[config.mk]
export PLATFORM = sky130hd
export DESIGN_NAME = stream_find_and_replace_flat
export DESIGN_NICKNAME = d
export VERILOG_FILES = /design/src/rtl/sfr_pkg.sv /design/src/rtl/sfr_in_if.sv /design/src/rtl/sfr_out_if.sv /design/src/rtl/sfr_cfg_if.sv /design/src/rtl/stream_find_and_replace.sv /design/src/rtl/sfr_win_cell.sv /design/src/rtl/sfr_emitter.sv /design/src/flat_wrapper.sv
export SDC_FILE = /design/constraint.sdc
export NUM_CORES = 1
export LEC_CHECK = 0
export ABC_AREA = 0
export BUFFER_PORTS_ARGS = -buffer_cell sky130_fd_sc_hd__buf_2
export CELL_PAD_IN_SITES_DETAIL_PLACEMENT = 0
export CELL_PAD_IN_SITES_GLOBAL_PLACEMENT = 1
export CORE_ASPECT_RATIO = 0.7
export CORE_MARGIN = 5
export CORE_UTILIZATION = 30
export DETAILED_ROUTE_END_ITERATION = 16
export MAX_ROUTING_LAYER = met4
export PLACE_DENSITY = 0.54
export SLEW_MARGIN = 10
export SYNTH_ARGS = -nofsm -noshare
export SYNTH_HDL_FRONTEND = slang
export SYNTH_HIERARCHICAL = 1
export SYNTH_SLANG_ARGS = --single-unit
[constraint.sdc]
create_clock -name clk -period 9.7 [get_ports clk]
set_input_delay 1.455 -clock clk [delete_from_list [all_inputs] [get_ports clk]]
set_output_delay 1.455 -clock clk [all_outputs]
set_load 0.005 [all_outputs]
[src/rtl/sfr_pkg.sv]
// Shared types and constants of the stream find-and-replace block.
// Used by the channel interfaces, the window cells, the emitter and the top level.
`default_nettype none

package sfr_pkg;

    localparam int BYTE_W     = 8;
    localparam int CFG_IDX_W  = 3;
    localparam int CFG_DATA_W = 64;
    localparam int LEN_W      = 5;

    localparam int DEF_MAX_PATTERN     = 16;
    localparam int DEF_MAX_REPLACEMENT = 16;

    // Configuration register indexes.
    localparam logic [CFG_IDX_W-1:0] REG_PATTERN_LOW        = 3'd0;
    localparam logic [CFG_IDX_W-1:0] REG_PATTERN_HIGH       = 3'd1;
    localparam logic [CFG_IDX_W-1:0] REG_PATTERN_LENGTH     = 3'd2;
    localparam logic [CFG_IDX_W-1:0] REG_REPLACEMENT_LOW    = 3'd3;
    localparam logic [CFG_IDX_W-1:0] REG_REPLACEMENT_HIGH   = 3'd4;
    localparam logic [CFG_IDX_W-1:0] REG_REPLACEMENT_LENGTH = 3'd5;

    // Control handed to every window cell.
    typedef struct packed {
        logic             append;
        logic             shift;
        logic [LEN_W-1:0] fill;
    } win_ctl_t;

    // Description of a run of result beats loaded into the emitter.
    typedef struct packed {
        logic [LEN_W-1:0] count;
        logic             byte_valid;
        logic             eos;
    } burst_t;

endpackage

`default_nettype wire

[src/rtl/sfr_in_if.sv]
// Input channel of the find-and-replace block: one source byte or an end marker a beat.
// Depends on sfr_pkg for the byte width.
`default_nettype none

interface sfr_in_if;
    logic                      valid;
    logic                      ready;
    logic [sfr_pkg::BYTE_W-1:0] char_in;
    logic                      end_of_input;

    modport source (output valid, output char_in, output end_of_input, input ready);
    modport sink   (input valid, input char_in, input end_of_input, output ready);
endinterface

`default_nettype wire

[src/rtl/sfr_out_if.sv]
// Result channel of the find-and-replace block: one output byte or end marker a beat.
// Depends on sfr_pkg for the byte width.
`default_nettype none

interface sfr_out_if;
    logic                      valid;
    logic                      ready;
    logic [sfr_pkg::BYTE_W-1:0] byte_out;
    logic                      byte_valid;
    logic                      last_of_run;
    logic                      end_of_string;

    modport source (output valid, output byte_out, output byte_valid, output last_of_run,
                    output end_of_string, input ready);
    modport sink   (input valid, input byte_out, input byte_valid, input last_of_run,
                    input end_of_string, output ready);
endinterface

`default_nettype wire

[src/rtl/sfr_cfg_if.sv]
// Configuration write channel of the find-and-replace block.
// Depends on sfr_pkg for the index and data widths.
`default_nettype none

interface sfr_cfg_if;
    logic                          valid;
    logic                          ready;
    logic [sfr_pkg::CFG_IDX_W-1:0] index;
    logic [sfr_pkg::CFG_DATA_W-1:0] data;

    modport source (output valid, output index, output data, input ready);
    modport sink   (input valid, input index, input data, output ready);
endinterface

`default_nettype wire

[src/rtl/stream_find_and_replace.sv]
// Streaming find-and-replace: a row of window cells tracks the held bytes and matches them
// against the pattern; an emitter turns each decision into a run of result beats.
// Depends on sfr_pkg, sfr_in_if, sfr_out_if, sfr_cfg_if, sfr_win_cell and sfr_emitter.
//
// Use: write the pattern, its length, the replacement and its length on the cfg channel
// (always ready, one register a beat) while the block is idle. Then send the string on the
// text channel, one byte a beat, closed by a beat with end_of_input set. Each text beat
// yields from zero to sixteen beats on the result channel; the last of them carries
// last_of_run, and the last beat of a flush also carries end_of_string. A flush of an
// empty window gives one bare beat with byte_valid low.
// An accepted text beat loads its beats into the emitter's shift line, from which they
// move in order into the output register, one beat a cycle unless the receiver stalls.
// An item that yields at most one beat is taken every cycle while result.ready stays
// high; a longer run holds the text channel until the emitter is on its last beat, where
// text.ready follows result.ready. A stalled receiver keeps the output register full;
// items are still taken until one with beats fills the line. Reset empties the window
// and the emitter, and sets the pattern length to one and the replacement length to zero.
`default_nettype none

module stream_find_and_replace #(
    parameter int MAX_PATTERN     = sfr_pkg::DEF_MAX_PATTERN,
    parameter int MAX_REPLACEMENT = sfr_pkg::DEF_MAX_REPLACEMENT
) (
    input  wire        clk,
    input  wire        rst_n,
    sfr_in_if.sink     text,
    sfr_out_if.source  result,
    sfr_cfg_if.sink    cfg
);
    import sfr_pkg::*;

    localparam int FILL_W      = $clog2(MAX_PATTERN);
    localparam int PLEN_W      = $clog2(MAX_PATTERN + 1);
    localparam int BURST_DEPTH = (MAX_PATTERN > MAX_REPLACEMENT) ? MAX_PATTERN
                                                                 : MAX_REPLACEMENT;

    logic [CFG_DATA_W-1:0] pat_lo_reg;
    logic [CFG_DATA_W-1:0] pat_hi_reg;
    logic [LEN_W-1:0]      plen_cfg_reg;
    logic [CFG_DATA_W-1:0] rep_lo_reg;
    logic [CFG_DATA_W-1:0] rep_hi_reg;
    logic [LEN_W-1:0]      rlen_cfg_reg;

    logic [FILL_W-1:0]     fill_reg;
    logic [FILL_W-1:0]     fill_next;

    logic [2*CFG_DATA_W-1:0] pat_all;
    logic [2*CFG_DATA_W-1:0] rep_all;
    logic [PLEN_W-1:0]       plen_eff;
    logic [LEN_W-1:0]        rlen_eff;
    logic [LEN_W-1:0]        fill_x;
    logic [LEN_W-1:0]        plen_x;

    logic acc;
    logic take_ok;
    logic is_end;
    logic shrunk;
    logic complete;
    logic all_eq;
    logic match;
    logic do_append;

    logic [MAX_PATTERN-1:0][BYTE_W-1:0] win_q;
    logic [MAX_PATTERN-1:0]             eq_vec;
    logic [MAX_PATTERN-1:0]             in_use;
    win_ctl_t                           wctl;

    burst_t                             burst;
    logic [BURST_DEPTH-1:0][BYTE_W-1:0] burst_bytes;
    logic                               load;

    // Configuration registers.
    assign cfg.ready = 1'b1;

    always_ff @(posedge clk or negedge rst_n)
    begin
        if (!rst_n)
        begin
            pat_lo_reg   <= '0;
            pat_hi_reg   <= '0;
            plen_cfg_reg <= LEN_W'(1);
            rep_lo_reg   <= '0;
            rep_hi_reg   <= '0;
            rlen_cfg_reg <= '0;
        end
        else if (cfg.valid)
        begin
            case (cfg.index)
                REG_PATTERN_LOW:        pat_lo_reg   <= cfg.data;
                REG_PATTERN_HIGH:       pat_hi_reg   <= cfg.data;
                REG_PATTERN_LENGTH:     plen_cfg_reg <= cfg.data[LEN_W-1:0];
                REG_REPLACEMENT_LOW:    rep_lo_reg   <= cfg.data;
                REG_REPLACEMENT_HIGH:   rep_hi_reg   <= cfg.data;
                REG_REPLACEMENT_LENGTH: rlen_cfg_reg <= cfg.data[LEN_W-1:0];
                default:                ;
            endcase
        end
    end

    assign pat_all = {pat_hi_reg, pat_lo_reg};
    assign rep_all = {rep_hi_reg, rep_lo_reg};

    always_comb
    begin
        if (plen_cfg_reg == '0)
        begin
            plen_eff = PLEN_W'(1);
        end
        else if (plen_cfg_reg > LEN_W'(MAX_PATTERN))
        begin
            plen_eff = PLEN_W'(MAX_PATTERN);
        end
        else
        begin
            plen_eff = plen_cfg_reg[PLEN_W-1:0];
        end
    end

    assign rlen_eff = (rlen_cfg_reg > LEN_W'(MAX_REPLACEMENT)) ? LEN_W'(MAX_REPLACEMENT)
                                                               : rlen_cfg_reg;

    // Decision for the byte on the text channel.
    assign acc    = text.valid && take_ok;
    assign fill_x = LEN_W'(fill_reg);
    assign plen_x = LEN_W'(plen_eff);
    assign is_end = text.end_of_input;
    // After the pattern has been shortened the held bytes can reach its length; they are
    // then passed through unmatched together with the new byte.
    assign shrunk    = !is_end && (fill_x >= plen_x);
    assign complete  = !is_end && !shrunk && ((fill_x + LEN_W'(1)) == plen_x);
    assign all_eq    = &(eq_vec | ~in_use);
    assign match     = complete && all_eq;
    assign do_append = !is_end && !shrunk && !complete;

    assign wctl.append = acc && do_append;
    assign wctl.shift  = acc && complete && !all_eq;
    assign wctl.fill   = fill_x;

    genvar k;
    generate
        for (k = 0; k < MAX_PATTERN; k++)
        begin : g_cell
            assign in_use[k] = LEN_W'(k) < plen_x;

            sfr_win_cell #(
                .K (k)
            ) u_cell (
                .clk      (clk),
                .rst_n    (rst_n),
                .ctl      (wctl),
                .char_in  (text.char_in),
                .nbr_byte ((k == MAX_PATTERN - 1) ? {BYTE_W{1'b0}} :
                                                    win_q[(k + 1) % MAX_PATTERN]),
                .pat_byte (pat_all[BYTE_W*k +: BYTE_W]),
                .byte_q   (win_q[k]),
                .eq       (eq_vec[k])
            );
        end
    endgenerate

    always_comb
    begin
        fill_next = fill_reg;
        if (acc)
        begin
            if (is_end || shrunk || match)
            begin
                fill_next = '0;
            end
            else if (do_append)
            begin
                fill_next = fill_reg + FILL_W'(1);
            end
        end
    end

    always_ff @(posedge clk or negedge rst_n)
    begin
        if (!rst_n)
        begin
            fill_reg <= '0;
        end
        else
        begin
            fill_reg <= fill_next;
        end
    end

    // Run of result beats for this byte.
    always_comb
    begin
        burst.byte_valid = !(is_end && (fill_x == '0));
        burst.eos        = is_end;
        if (is_end)
        begin
            burst.count = (fill_x == '0) ? LEN_W'(1) : fill_x;
        end
        else if (shrunk)
        begin
            burst.count = fill_x + LEN_W'(1);
        end
        else if (match)
        begin
            burst.count = rlen_eff;
        end
        else if (complete)
        begin
            burst.count = LEN_W'(1);
        end
        else
        begin
            burst.count = '0;
        end
    end

    // Held bytes first, the arriving byte after them; on a match the replacement instead.
    generate
        for (k = 0; k < BURST_DEPTH; k++)
        begin : g_burst
            logic [BYTE_W-1:0] rep_b;
            logic [BYTE_W-1:0] win_b;

            if (k < MAX_REPLACEMENT)
            begin : g_rep
                assign rep_b = rep_all[BYTE_W*k +: BYTE_W];
            end
            else
            begin : g_norep
                assign rep_b = '0;
            end

            if (k < MAX_PATTERN)
            begin : g_win
                assign win_b = (LEN_W'(k) < fill_x) ? win_q[k] : text.char_in;
            end
            else
            begin : g_nowin
                assign win_b = text.char_in;
            end

            assign burst_bytes[k] = match ? rep_b : win_b;
        end
    endgenerate

    assign load       = acc && (burst.count != '0);
    assign text.ready = take_ok;

    sfr_emitter #(
        .BURST_DEPTH (BURST_DEPTH)
    ) u_emitter (
        .clk         (clk),
        .rst_n       (rst_n),
        .load        (load),
        .burst       (burst),
        .burst_bytes (burst_bytes),
        .take_ok     (take_ok),
        .result      (result)
    );

    a_end_clears: assert property (@(posedge clk) disable iff (!rst_n)
        acc && is_end |=> fill_reg == '0)
        else $error("window not emptied by an end beat");

    a_match_clears: assert property (@(posedge clk) disable iff (!rst_n)
        acc && match |=> fill_reg == '0)
        else $error("window not emptied after a match");

    a_fill_below_len: assert property (@(posedge clk) disable iff (!rst_n)
        acc && !is_end && !shrunk |=> LEN_W'(fill_reg) < $past(plen_x))
        else $error("window holds a full pattern length after a byte");

endmodule

`default_nettype wire

[src/rtl/sfr_win_cell.sv]
// One window cell: holds a byte, compares it or the arriving byte with its pattern byte.
// Depends on sfr_pkg for the control struct and widths.
`default_nettype none

module sfr_win_cell #(
    parameter int K = 0
) (
    input  wire                        clk,
    input  wire                        rst_n,
    input  wire sfr_pkg::win_ctl_t     ctl,
    input  wire [sfr_pkg::BYTE_W-1:0]  char_in,
    input  wire [sfr_pkg::BYTE_W-1:0]  nbr_byte,
    input  wire [sfr_pkg::BYTE_W-1:0]  pat_byte,
    output logic [sfr_pkg::BYTE_W-1:0] byte_q,
    output logic                       eq
);
    import sfr_pkg::*;

    logic [BYTE_W-1:0] byte_reg;
    logic [BYTE_W-1:0] byte_next;
    logic              held;

    // A cell below the fill count holds a byte; the cell at the fill count sees the
    // arriving byte.
    assign held = LEN_W'(K) < ctl.fill;

    always_comb
    begin
        byte_next = byte_reg;
        if (ctl.shift)
        begin
            byte_next = (LEN_W'(K + 1) == ctl.fill) ? char_in : nbr_byte;
        end
        else if (ctl.append && (LEN_W'(K) == ctl.fill))
        begin
            byte_next = char_in;
        end
    end

    always_ff @(posedge clk or negedge rst_n)
    begin
        if (!rst_n)
        begin
            byte_reg <= '0;
        end
        else
        begin
            byte_reg <= byte_next;
        end
    end

    assign byte_q = byte_reg;
    assign eq     = (held ? byte_reg : char_in) == pat_byte;

endmodule

`default_nettype wire

[src/rtl/sfr_emitter.sv]
// Result emitter: a shift line of pending result bytes feeding a registered output stage.
// Depends on sfr_pkg and the sfr_out_if interface.
`default_nettype none

module sfr_emitter #(
    parameter int BURST_DEPTH = sfr_pkg::DEF_MAX_PATTERN
) (
    input  wire                                         clk,
    input  wire                                         rst_n,
    input  wire                                         load,
    input  wire sfr_pkg::burst_t                        burst,
    input  wire [BURST_DEPTH-1:0][sfr_pkg::BYTE_W-1:0]  burst_bytes,
    output logic                                        take_ok,
    sfr_out_if.source                                   result
);
    import sfr_pkg::*;

    logic [BURST_DEPTH-1:0][BYTE_W-1:0] line_reg;
    logic [BURST_DEPTH-1:0][BYTE_W-1:0] line_next;
    logic [LEN_W-1:0]                   rem_reg;
    logic [LEN_W-1:0]                   rem_next;
    logic                               bv_reg;
    logic                               eos_reg;

    logic              out_valid_reg;
    logic [BYTE_W-1:0] out_byte_reg;
    logic              out_bv_reg;
    logic              out_last_reg;
    logic              out_eos_reg;
    logic              move;

    // A beat moves into the output stage whenever that stage is empty or being emptied.
    assign move    = (rem_reg != '0) && (!out_valid_reg || result.ready);
    assign take_ok = (rem_reg == '0) || ((rem_reg == LEN_W'(1)) && move);

    always_comb
    begin
        line_next = line_reg;
        rem_next  = rem_reg;
        if (load)
        begin
            line_next = burst_bytes;
            rem_next  = burst.count;
        end
        else if (move)
        begin
            for (int k = 0; k < BURST_DEPTH - 1; k++)
            begin
                line_next[k] = line_reg[k + 1];
            end
            line_next[BURST_DEPTH - 1] = '0;
            rem_next = rem_reg - LEN_W'(1);
        end
    end

    always_ff @(posedge clk or negedge rst_n)
    begin
        if (!rst_n)
        begin
            line_reg <= '0;
            rem_reg  <= '0;
            bv_reg   <= 1'b0;
            eos_reg  <= 1'b0;
        end
        else
        begin
            line_reg <= line_next;
            rem_reg  <= rem_next;
            if (load)
            begin
                bv_reg  <= burst.byte_valid;
                eos_reg <= burst.eos;
            end
        end
    end

    always_ff @(posedge clk or negedge rst_n)
    begin
        if (!rst_n)
        begin
            out_valid_reg <= 1'b0;
            out_byte_reg  <= '0;
            out_bv_reg    <= 1'b0;
            out_last_reg  <= 1'b0;
            out_eos_reg   <= 1'b0;
        end
        else if (move)
        begin
            out_valid_reg <= 1'b1;
            out_byte_reg  <= bv_reg ? line_reg[0] : '0;
            out_bv_reg    <= bv_reg;
            out_last_reg  <= rem_reg == LEN_W'(1);
            out_eos_reg   <= eos_reg && (rem_reg == LEN_W'(1));
        end
        else if (result.ready)
        begin
            out_valid_reg <= 1'b0;
        end
    end

    assign result.valid         = out_valid_reg;
    assign result.byte_out      = out_byte_reg;
    assign result.byte_valid    = out_bv_reg;
    assign result.last_of_run   = out_last_reg;
    assign result.end_of_string = out_eos_reg;

    a_rem_bound: assert property (@(posedge clk) disable iff (!rst_n)
        rem_reg <= LEN_W'(BURST_DEPTH))
        else $error("emitter holds more beats than its shift line");

    a_load_free: assert property (@(posedge clk) disable iff (!rst_n)
        load |-> take_ok)
        else $error("burst loaded over pending beats");

    a_eos_last: assert property (@(posedge clk) disable iff (!rst_n)
        out_valid_reg && out_eos_reg |-> out_last_reg)
        else $error("end of string flagged on a beat that is not last of its run");

endmodule

`default_nettype wire
[src/flat_wrapper.sv]
// flat-port wrapper written by rule: the top's interface ports become plain ports
module stream_find_and_replace_flat import sfr_pkg::*;
#(
    parameter int MAX_PATTERN     = sfr_pkg::DEF_MAX_PATTERN,
    parameter int MAX_REPLACEMENT = sfr_pkg::DEF_MAX_REPLACEMENT
)
  (clk, rst_n, text_valid, text_char_in, text_end_of_input, text_ready, result_valid, result_byte_out, result_byte_valid, result_last_of_run, result_end_of_string, result_ready, cfg_valid, cfg_index, cfg_data, cfg_ready);
  sfr_in_if text_i ();
  sfr_out_if result_i ();
  sfr_cfg_if cfg_i ();
  input  wire clk;
  input  wire rst_n;
  input wire logic [$bits(text_i.valid)-1:0] text_valid;
  input wire logic [$bits(text_i.char_in)-1:0] text_char_in;
  input wire logic [$bits(text_i.end_of_input)-1:0] text_end_of_input;
  output wire logic [$bits(text_i.ready)-1:0] text_ready;
  output wire logic [$bits(result_i.valid)-1:0] result_valid;
  output wire logic [$bits(result_i.byte_out)-1:0] result_byte_out;
  output wire logic [$bits(result_i.byte_valid)-1:0] result_byte_valid;
  output wire logic [$bits(result_i.last_of_run)-1:0] result_last_of_run;
  output wire logic [$bits(result_i.end_of_string)-1:0] result_end_of_string;
  input wire logic [$bits(result_i.ready)-1:0] result_ready;
  input wire logic [$bits(cfg_i.valid)-1:0] cfg_valid;
  input wire logic [$bits(cfg_i.index)-1:0] cfg_index;
  input wire logic [$bits(cfg_i.data)-1:0] cfg_data;
  output wire logic [$bits(cfg_i.ready)-1:0] cfg_ready;
  assign text_i.valid = text_valid;
  assign text_i.char_in = text_char_in;
  assign text_i.end_of_input = text_end_of_input;
  assign text_ready = text_i.ready;
  assign result_valid = result_i.valid;
  assign result_byte_out = result_i.byte_out;
  assign result_byte_valid = result_i.byte_valid;
  assign result_last_of_run = result_i.last_of_run;
  assign result_end_of_string = result_i.end_of_string;
  assign result_i.ready = result_ready;
  assign cfg_i.valid = cfg_valid;
  assign cfg_i.index = cfg_index;
  assign cfg_i.data = cfg_data;
  assign cfg_ready = cfg_i.ready;
  stream_find_and_replace #(.MAX_PATTERN(MAX_PATTERN), .MAX_REPLACEMENT(MAX_REPLACEMENT)) u_core (.clk(clk), .rst_n(rst_n), .text(text_i), .result(result_i), .cfg(cfg_i));
endmodule
==> impl_results.md, run 1 <==
- Clock Sinks: 545
- Syn_area_per_cell: 10.7 sq um
- Crit-path slowest cell: o41a_2
- Cell Chain, Critical Path: buf_2, xnor2_1, o221ai_1, or4_1, a221oi_2, nand2_1, a221o_1, nor4_1, nand4_1, nor4_1, a221o_1, o41a_2, buf_12, nand2b_1, nor3_1, a221o_1
- Hold Path Class: flop to flop
- Vias per Instance: 5.56
- Status: completed
- DRC errors left: 0
- DR vias: 23900
- Share of cells above drive strength 1: 20.6%
- Max-slew headroom: between 20% and 30%
- PwrDens: 262 mW/mm^2
- Final WS setup: 2.55 ns
- Initial antenna violation count: 7
- Worst setup EP type: flop
- CP delay by family, top: compound AO/OA/AOI/OAI gates
- Reg clk slew, reported paths: 0.06 ns
- Final Hold Fails: 0
- Post-DP HPWL: 78500 um
- Ys flop type: dfrtp_1
- TNS Setup: 0 ns
- Die area: 0.107 sq mm
- GRT Total Usage: 22.1%
- Pleak: around 16 nW
- Post-synthesis mux area share: between 10% and 20%
- Cell Rows: 97
- Final slew viol count: 0
- Post-Synth Simple-Gate Area: 12.2%
- Worst Path Required: ~10 ns
- Antenna Nets Post-Route: 0
- Final min period: about 7.2 ns
- Crit Path Class: input port to flop
- Critical path startpoint category: input port
- CTS buffer count: 60
- CTS hold repair buffers: 0
- Routed wire length: 118000 um
- Post-synthesis xor/xnor area fraction: 3.95%
- Ys Warns: 6
- Count of cell types in the netlist: 106
- Vias in the first global route: 23300
- CP peak stage delay: between 0.7 and 0.8 ns
- Die Y: 276 um
- Crit-path max FO: 128
- Post-detailed-route wirelength per cell: 27.4 um
- Layout area overhead: 13.6%
- TritonCTS clock tree: done
- #FFs+latches synth: 545
- Max Clock Skew: 0.0241 ns
- Clock buffer depth: 3
- Starting Density: 30.2%
- Root buffer cell: clkbuf_16
- Largest net degree at the start of global routing: 173
- Post-Syn Area: about 0.03 sq mm
- Port Buffer Count: 93
- # Post-CTS Setup Buffers: 0
- Global-route wire length before repair: around 170000 um
- Max Cap Violations: 0
- Buf+Inv Stages, Crit Path: 2
- Worst skew pair latency: 0.65 ns
- Finish-stage setup viols: 0
- Compound-Gate Fraction of Synth Area: 17.8%
- Seq/Total Area, Yosys: a little under half
- Detailed Routing Iterations Pass 1: 6
- Post-CTS Resized: 0
- Core Footprint: 0.100 sq mm
- DP Worst Slack: 1.99 ns
- Overflow after GRT: 0
- Die X-Extent: 390 um
- Post-Synth Adder-Cell Area: less than 1%
- Synth async-reset ratio: 100%
- H-tree levels: 2
- Worst EP arrival: around 7.7 ns
- Commonest non-fill, non-tap cells in the layout: 540 x dfrtp_1, 267 x mux2_2, 202 x a21oi_1
- Synth Instances: 2824
- F_max: 140 MHz
- Worst ir drop on vdd: 0.143 mV
- Io pins: 95
- Number of DRC markers in iteration 0: 2297
- Combinational family with the most area after synthesis: compound AO/OA/AOI/OAI gates
- Commonest non-fill, non-tap cell in the layout: dfrtp_1
- CP most frequent cell: a221o_1
- RSZ-0062 raised after global routing: false
- Post-synth EDFFs: 0
- Final #Nets: 3008
- Fin crit share: 73.8%
- Slew @ Worst Pin: 1.14 ns
- Gpl congestion: 0.852
==> metrics by stage <==
step	instance area (sq um)	utilization [%]	hold slack, ns	instances	total power, W
floorplan	30400	-	0.471	2872	0.00533
global placement	32200	32.2	0.489	4193	0.00641
detailed placement	32200	32.2	0.488	4193	0.00647
CTS	34300	34.3	0.503	4305	0.00901
global route	34400	34.4	0.517	4308	0.00944
finish	34400	34.4	0.496	4308	0.00899
==> final cells by class <==
type | instances | area [sq um]
tap | 1336 | 1670
sequential | 545 | 13600
timing repair buffer | 157 | 1080
clock inverter | 23 | 329
fill | 10100 | 65600
antenna | 3 | 7.51
inverter | 91 | 342
multi-input combinational | 2064 | 15500
clock buffer | 89 | 1780
==> final timing paths <==
check	from	end	slack (ns)	cells after the start
worst max-delay path	text_char_in[4]	u_core/u_emitter/line_reg[54]	2.55	16
worst min-delay path	u_core/u_emitter/result.byte_valid	u_core/u_emitter/result.byte_valid	0.50	1
max in group asynchronous	rst_n	u_core/pat_hi_reg[49]	6.79	3
min in group asynchronous	rst_n	u_core/u_emitter/line_reg[3]	0.84	1
worst max register to register	u_core/fill_reg[3]	u_core/u_emitter/line_reg[54]	2.96	16
worst min register to register	u_core/u_emitter/result.byte_valid	u_core/u_emitter/result.byte_valid	0.50	1
==> cell families after synthesis <==
logic type / count (synthesis)
muxes: 448
other: 2
DFF: 545
adders and majority gates: 8
xor gates and xnor gates: 135
buffers and inverters: 263
and+or+nand+nor: 712
AOI/OAI and AO/OA: 711
==> worst register-to-register path, cell delays in order (launching register included) <==
cell	delay [ns]
dfrtp_4	0.65
buf_4	0.37
a211oi_4	0.37
nand3_2	0.08
or4_1	0.44
a221oi_2	0.69
nand2_1	0.26
a221o_1	0.36
nor4_1	0.33
nand4_1	0.36
nor4_1	0.51
a221o_1	0.24
o41a_2	0.75
buf_12	0.53
nand2b_1	0.29
nor3_1	0.08
a221o_1	0.31
==> synth_stat cells, types with 47 or more instances <==
library cell / number / area, sq um
a22o_1: 51 / 447
nand2_1: 183 / 687
inv_1: 91 / 342
mux2_2: 267 / 3010
nor2_1: 156 / 586
mux2i_1: 170 / 1700
clkbuf_1: 83 / 312
xor2_1: 84 / 736
a22oi_1: 68 / 510
xnor2_1: 50 / 438
o21ai_0: 52 / 260
nand2b_1: 78 / 488
nor3_1: 102 / 510
nor2b_1: 68 / 425
dfrtp_1: 544 / 13600
a21o_1: 47 / 353
a221o_1: 142 / 1420
a21oi_1: 202 / 1010
==> metal layers <==
metal / vias up / wire length, um / GRT usage, %
li1: 10600 / - / -
met1: 12300 / 57500 / 33.0
met2: 967 / 48100 / 30.2
met3: 150 / 9420 / 4.79
met4: 0 / 2830 / 5.13
met5: - / 0 / -
==> power breakdown <==
group | switching [W] | total [W] | internal [W]
clock network | 0.00102 | 0.00250 | 0.00148
registers | 0.000829 | 0.00378 | 0.00296
logic | 0.00150 | 0.00271 | 0.00120
(Power assumes the default switching activity.)
==> run 2: changes to the inputs <==
Clock period 9.7 ns to 7.4 ns, I/O delays scaled along.
==> run 2 against run 1 <==
  * Routed wire length up 1.3%
  * Sequential power is 33% higher
  * Power rose by 30%
  * Die area unchanged
  * Global-route usage is 0.29 points higher
  * Non-clock buffer count increased by 43
  * Worst setup slack lost 1.4 ns
  * First-iteration DRC count rose by 9.9%
  * Flip-flop and latch count unchanged
  * Largest power group unchanged
==> impl_results.md, run 2 (synthesis results as in run 1) <==
- Status: completed
- Critical path startpoint category: flop
- DR vias: 24200 (+0.96%)
- H-tree levels: 2 (unchanged)
- Register area: 0.0136 sq mm (unchanged)
- Layout area overhead: 14.2%
- Initial antenna violation count: 4 (-3)
- Slew @ Worst Pin: 1.28 ns (+0.137 ns)
- Routed wire length: 119000 um (+1.3%)
- Die area: 0.107 sq mm (unchanged)
- CTS buffer count: 58 (-3.3%)
- Crit Path Class: flop to flop
- Finish-stage setup viols: 0 (unchanged)
- Placed instance count: 4236 (+1.0%)
- Core Footprint: 0.100 sq mm (unchanged)
- Number of DRC markers in iteration 0: 2524 (+9.9%)
- Worst Path Required: 7.99 ns (-2.24 ns)
- R2r worst-path depth: 16 (unchanged)
- Fin crit share: a little over four fifths
- Hold Path Class: input port to async pin
- PwrDens: 338 mW/mm^2 (+29%)
- Io pins: 95 (unchanged)
- Gpl congestion: 0.869 (+2.0%)
- Filler instances: 10100 (-0.099%)
- Die Y: 276 um (unchanged)
- Worst ir drop on vdd: 0.339 mV (+140%)
- Reg clk slew, reported paths: 0.07 ns (about the same)
- RSZ-0062 raised after global routing: false
- Root buffer cell: clkbuf_16
- Overflow after GRT: 0 (unchanged)
- Commonest non-fill, non-tap cells in the layout: 540 x dfrtp_1, 267 x mux2_2, 202 x a21oi_1
- Final slew viol count: 0 (unchanged)
- Commonest non-fill, non-tap cell in the layout: dfrtp_1
- Antenna Nets Post-Route: 0 (unchanged)
- Final WS setup: 1.14 ns (-1.41 ns)
- Worst setup EP type: flop
- Post-DP HPWL: 82700 um (+5.4%)
- Post-CTS Resized: 0 (unchanged)
- Port Buffer Count: 93 (unchanged)
- Detailed Routing Iterations Pass 1: 8 (+2)
- Largest net degree at the start of global routing: 159 (-8.1%)
- Worst EP arrival: 6.85 ns (-0.83 ns)
- CTS hold repair buffers: 0 (unchanged)
- Worst skew pair latency: 0.65 ns (about the same)
- Met2 GRT Util: 31.2% (+1.0 points)
- # Post-CTS Setup Buffers: 0 (unchanged)
- DP Worst Slack: 0.705 ns (-1.29 ns)
- Met1 global-route usage: 34.5% (+1.5 points)
- Max-slew headroom: 14.7% (-9.1 points)
- Final std cells w/o fill: 4339 (+0.72%)
- Max Clock Skew: 0.0294 ns (+0.00533 ns)
- Clock buffer depth: 3 (unchanged)
- Global-route wire length before repair: 174000 um (+2.1%)
- Crit-path max FO: 77 (-40%)
- Pleak: 16.0 nW (+0.95%)
- R2r setup slk: 1.14 ns (-1.82 ns)
- GRT Total Usage: 22.4% (+0.29 points)
- Met3 Resource Use GR: 2.84% (-1.9 points)
- DRC errors left: 0 (unchanged)
- TNS Setup: 0 ns (unchanged)
- GRT Max-Usage Layer: met1
- Final #Nets: 3049 (+1.4%)
- TritonCTS clock tree: done
- Die X-Extent: 390 um (unchanged)
- Hold WS: 0.464 ns (-0.0315 ns)
- Vias per Instance: 5.57 (+0.24%)
- Starting Density: 30.2% (unchanged)
- Clock Sinks: 545 (unchanged)
- Final min period: 6.26 ns
- Max Cap Violations: 0 (unchanged)
- Post-detailed-route wirelength per cell: 27.5 um (+0.60%)
- Final Hold Fails: 0 (unchanged)
- Cell Rows: 97 (unchanged)
- Vias in the first global route: 23600 (+1.3%)
- Multi-input gate area: 0.0155 sq mm (about the same)
- Share of cells above drive strength 1: 21.5% (+0.91 points)
- F_max: 160 MHz
run 2: cell types whose count changed in the layout (fill, tap and decap cells not counted), moves of 2 or more:
cell,delta
clkbuf_16,-3
clkinv_2,-3
bufinv_16,-2
buf_12,+3
clkbuf_1,-3
buf_4,+40
run 2: path summary, 6_finish.rpt:
check,end,start
worst max-delay path,u_core/u_emitter/line_reg[9],u_core/fill_reg[3]
worst min register to register,u_core/u_emitter/result.byte_out[2],u_core/u_emitter/result.byte_out[2]
worst max register to register,u_core/u_emitter/line_reg[9],u_core/fill_reg[3]
max in group asynchronous,u_core/g_cell[11].u_cell/byte_q[5],rst_n
min in group clk,u_core/u_emitter/result.byte_out[2],u_core/u_emitter/result.byte_out[2]
worst min-delay path,u_core/u_emitter/result.byte_out[0],rst_n
run 2: cell type report:
cell class,instances,share of cell area (%)
antenna,2,0.0145
clock buffer,84,4.95
clock inverter,17,0.692
inverter,91,0.989
multi-input combinational,2064,44.8
sequential,545,39.5
tap,1336,4.84
timing repair buffer,200,4.17
run 2: per-layer routing:
layer  part of all wire, %  up-vias
met5                     0        -
met4                   1.7        0
met3                   5.9      110
met2                    41      805
met1                    51    12600
li1                      -    10600
run 2: worst max-delay path, stage by stage, from the launching register on:
cell and delay [ns]:
dfrtp_4 0.67, nor2_1 0.62, a21boi_0 0.28, o21a_1 0.22
or4_1 0.53, nor4_2 0.35, buf_4 0.26, a21oi_1 0.08
o22ai_1 0.22, nand4_1 0.32, o21bai_1 0.29, or3b_1 0.38
o41a_2 0.48, buf_12 0.24, nand2b_1 0.23, nor3_1 0.70
a221o_1 0.20
run 2: power breakdown:
group | switching (W) | internal (W)
clock | 0.00129 | 0.00180
sequential | 0.00115 | 0.00387
combinational | 0.00195 | 0.00162
total | 0.00440 | 0.00729
run 2: per-stage QoR:
| step | area (sq um) | power, W | utilization (%) |
|---|---|---|---|
| after floorplan | 30400 | 0.00699 | - |
| after global placement | 32600 | 0.00848 | 32.6 |
| after detailed placement | 32600 | 0.00856 | 32.6 |
| after CTS | 34500 | 0.0117 | 34.5 |
| after global routing | 34500 | 0.0123 | 34.5 |
| final | 34600 | 0.0117 | 34.5 |
